[config.mk]
export PLATFORM = sky130hd
export DESIGN_NAME = msfd_ram
export DESIGN_NICKNAME = d
export VERILOG_FILES = /design/src/rtl/core/msfd_ram.sv
export SDC_FILE = /design/constraint.sdc
export NUM_CORES = 1
export LEC_CHECK = 0
export ABC_AREA = 1
export BUFFER_PORTS_ARGS = -buffer_cell sky130_fd_sc_hd__buf_2
export CAP_MARGIN = 40
export CORE_AREA = 2 2 105 133
export DETAILED_ROUTE_END_ITERATION = 8
export DIE_AREA = 0 0 107 135
export PLACE_DENSITY = 0.6
export SYNTH_ARGS = -nofsm -noshare
export SYNTH_HDL_FRONTEND = slang
export SYNTH_SLANG_ARGS = --single-unit
[constraint.sdc]
create_clock -name clock -period 2.7 [get_ports clock]
set_clock_uncertainty 0.05 [all_clocks]
set_input_delay 0.135 -clock clock [delete_from_list [all_inputs] [get_ports clock]]
set_output_delay 0.135 -clock clock [all_outputs]
set_load 0.1 [all_outputs]
[src/rtl/core/msfd_ram.sv]
module msfd_ram #(
   parameter int WIDTH = 8,
   parameter int DEPTH = 16
) (
   input  logic                                   clock,
   input  logic                                   wr_en,
   input  logic [((DEPTH > 1) ? $clog2(DEPTH) : 1)-1:0] wr_addr,
   input  logic [WIDTH-1:0]                       wr_data,
   input  logic                                   rd_en,
   input  logic [((DEPTH > 1) ? $clog2(DEPTH) : 1)-1:0] rd_addr,
   output logic [WIDTH-1:0]                       rd_data
);

   logic [WIDTH-1:0] mem_ff [DEPTH];
   logic [WIDTH-1:0] rd_data_ff;

   always_ff @(posedge clock) begin
      if (wr_en) begin
         mem_ff[wr_addr] <= wr_data;
      end
      if (rd_en) begin
         rd_data_ff <= mem_ff[rd_addr];
      end
   end

   assign rd_data = rd_data_ff;

endmodule
==> run_results.csv <==
group,metric,value,unit
status,status,"complete, no violations",
worst_setup_path,reg2reg_to,"rd_data[7]$_DFFE_PP_",
timing,setup_tns,0,ns
clock_tree,clk_transition_reported_paths,0.06,ns
place,dp_hpwl,8480,um
floorplan,io-pin-count,27,
yosys,seq_area_frac_synth,69.8,%
cells_and_area,mostFrequentLayoutCells,"nand2_1, edfxtp_1, inv_1",
worst_setup_path,cp_max_fo,33,
worst_setup_path,crit_path_max_incr_delay,0.53,ns
floorplan,dieHeight,135,um
floorplan,dieArea,14400,um^2
clock_tree,cts_setup_buffers,0,
detailed_routing,vias_per_cell,4.94,
detailed_routing,dr.first_iter.drc_count,242,
worst_setup_path,critPathLaunchType,"input pin",
worst_hold_path,holdPathEnd,"rd_data[3]$_DFFE_PP_",
power,power_density,779,nW/um^2
worst_setup_path,path_cells,"buf_2 -> inv_2 -> nand3_1 -> nand3_1 -> nand3_1 -> nand2_1",
worst_hold_path,hold_start,"rd_en",
yosys,syn_avg_cell_area,10.6,um^2
grt,grt_max_degree,65,
worst_setup_path,rr_worst_depth,6,
detailed_routing,num_vias,3755,
timing,hold_violations,0,
clock_tree,tritoncts,"yes",
timing,min_period,1.50,ns
place,pre_cts_ws,0.779,ns
yosys,syn_inst,551,
detailed_routing,antenna_left,0,
floorplan,core,13100,um^2
grt,grt_pass1_vias,3690,
grt,grt_overflow,0,
timing,slew_violations,0,
clock_tree,root_buffer,"clkbuf_16",
worst_setup_path,cp_slowest_cell,"buf_2",
yosys,ys_warn_count,0,
cells_and_area,antenna_cells,0,
worst_setup_path,reg2reg_from,"mem_ff[7][7]$_DFFE_PP_",
timing,slew_headroom,40.6,%
detailed_routing,drt_wl_total,13400,um
yosys,ys_types,11,
clock_tree,cts_hold_buf,0,
cells_and_area,ff_latch_area,4080,um^2
worst_setup_path,ff2ff_setup_slack,1.49,ns
worst_setup_path,worst_path_most_repeated_cell,"nand3_1",
yosys,netlist_area,5850,um^2
yosys,synthesis.nets,570,
place,place_area,6050,um^2
cells_and_area,area_delta_synth_final,14.4,%
cells_and_area,multi_input_area,1210,um^2
place,gp_congestion,0.949,
detailed_routing,dr.pass1.iters,6,
yosys,synth_seq_cells,136,
timing,finalSetupViolCount,0,
cells_and_area,layout-drive-gt1-share,10.5,%
floorplan,die_width,107,um
clock_tree,h-tree-depth,4,
cells_and_area,fin_cells,760,
detailed_routing,wl_per_cell,17.6,um
timing,hold_ws,0.0361,ns
floorplan,placementRows,47,
clock_tree,cts-buffers-inserted,17,
clock_tree,cts.sinks,136,
clock_tree,insertion_delay,0.41,ns
worst_setup_path,cp-end-kind,"flop",
power,irDropWorstVdd,0.000340,V
cells_and_area,layout.nets,595,
timing,setup_ws,1.20,ns
detailed_routing,drc_errors,0,
worst_setup_path,critPathKind,"in2reg",
worst_setup_path,crit_arrival,1.61,ns
cells_and_area,fill_cells,1196,
cells_and_area,post-route-util,51.0,%
worst_hold_path,min_path_cells,1,
worst_hold_path,hold_path.class,"in2reg",
job,maxCapViolCount,0,
timing,fmax,668,MHz
floorplan,initial_utilization,44.6,%
place,dpl.cell_count,728,
grt,grt_pass1_wl,20800,um
grt,antenna_found_initial,0,
power,p_leak,2.85,nW
worst_setup_path,required,2.82,ns
timing,rsz0062_at_grt,"no",
power,power,5.21,mW
place,io_buffers,26,
grt,grt_util_all_layers,20.0,%
clock_tree,ctsResizeCount,0,
cells_and_area,layout_commonest_cell,"nand2_1",
clock_tree,cts_buffer_depth,2,
timing,min_period_over_period,55.5,%
timing,tightestPinTransition,0.888,ns
cells_and_area,design_area,6690,um^2
state kept, by name, summed over array words and instances, names as in the netlist:
signal	cells
rd_data	8
mem_ff	128
critical path: cells and delay by family:
family	cells	cell delay, ns
simple gates	4	0.49
buf+inv	2	0.96
logic make-up (layout without fill, tap and decap cells):
family,Yosys count,in the layout,share of synthesized area (%)
buffers and inverters,126,164,9.39
AND/OR/NAND/NOR,289,289,20.8
flip-flops,136,136,69.8
area by class of cell:
type | instances | area share [%]
clock buffer | 18 | 6.42
clock inverter | 14 | 3.07
inverter | 102 | 5.72
multi-input combinational | 289 | 18.1
sequential | 136 | 61.1
tap | 171 | 3.20
timing repair buffer | 30 | 2.39
synthesized netlist by cell type:
library cell / count / area (um^2)
buf_1: 1 / 3.75
buf_2: 13 / 65.1
buf_4: 4 / 30.0
buf_6: 6 / 67.6
edfxtp_1: 136 / 4080
inv_1: 100 / 375
inv_2: 2 / 7.51
nand2_1: 173 / 649
nand3_1: 97 / 485
nand3b_1: 2 / 15.0
nor2_1: 17 / 63.8
how the worst max path moves through the flow:
stage,from,endpoint,cells after the start
floorplan,wr_addr[2],mem_ff[10][0]$_DFFE_PP_,2
global placement,rd_addr[1],rd_data[3]$_DFFE_PP_,6
detailed placement,rd_addr[1],rd_data[3]$_DFFE_PP_,6
CTS,rd_addr[1],rd_data[0]$_DFFE_PP_,6
global route,rd_addr[1],rd_data[4]$_DFFE_PP_,6
finish,rd_addr[1],rd_data[7]$_DFFE_PP_,6
report_power, final:
part / leakage, nW / switching, mW / internal [mW]
Clock: 0.303 / 0.840 / 1.63
Combinational: 1.31 / 0.273 / 0.0735
Sequential: 1.24 / 0.0150 / 2.38
layer usage:
metal  wire length, um  track usage [%]
met1              5640             25.5
met2              6780             33.4
met3               685             4.30
met4               306             7.86
met5                 0                0
(Power assumes the default switching activity.)
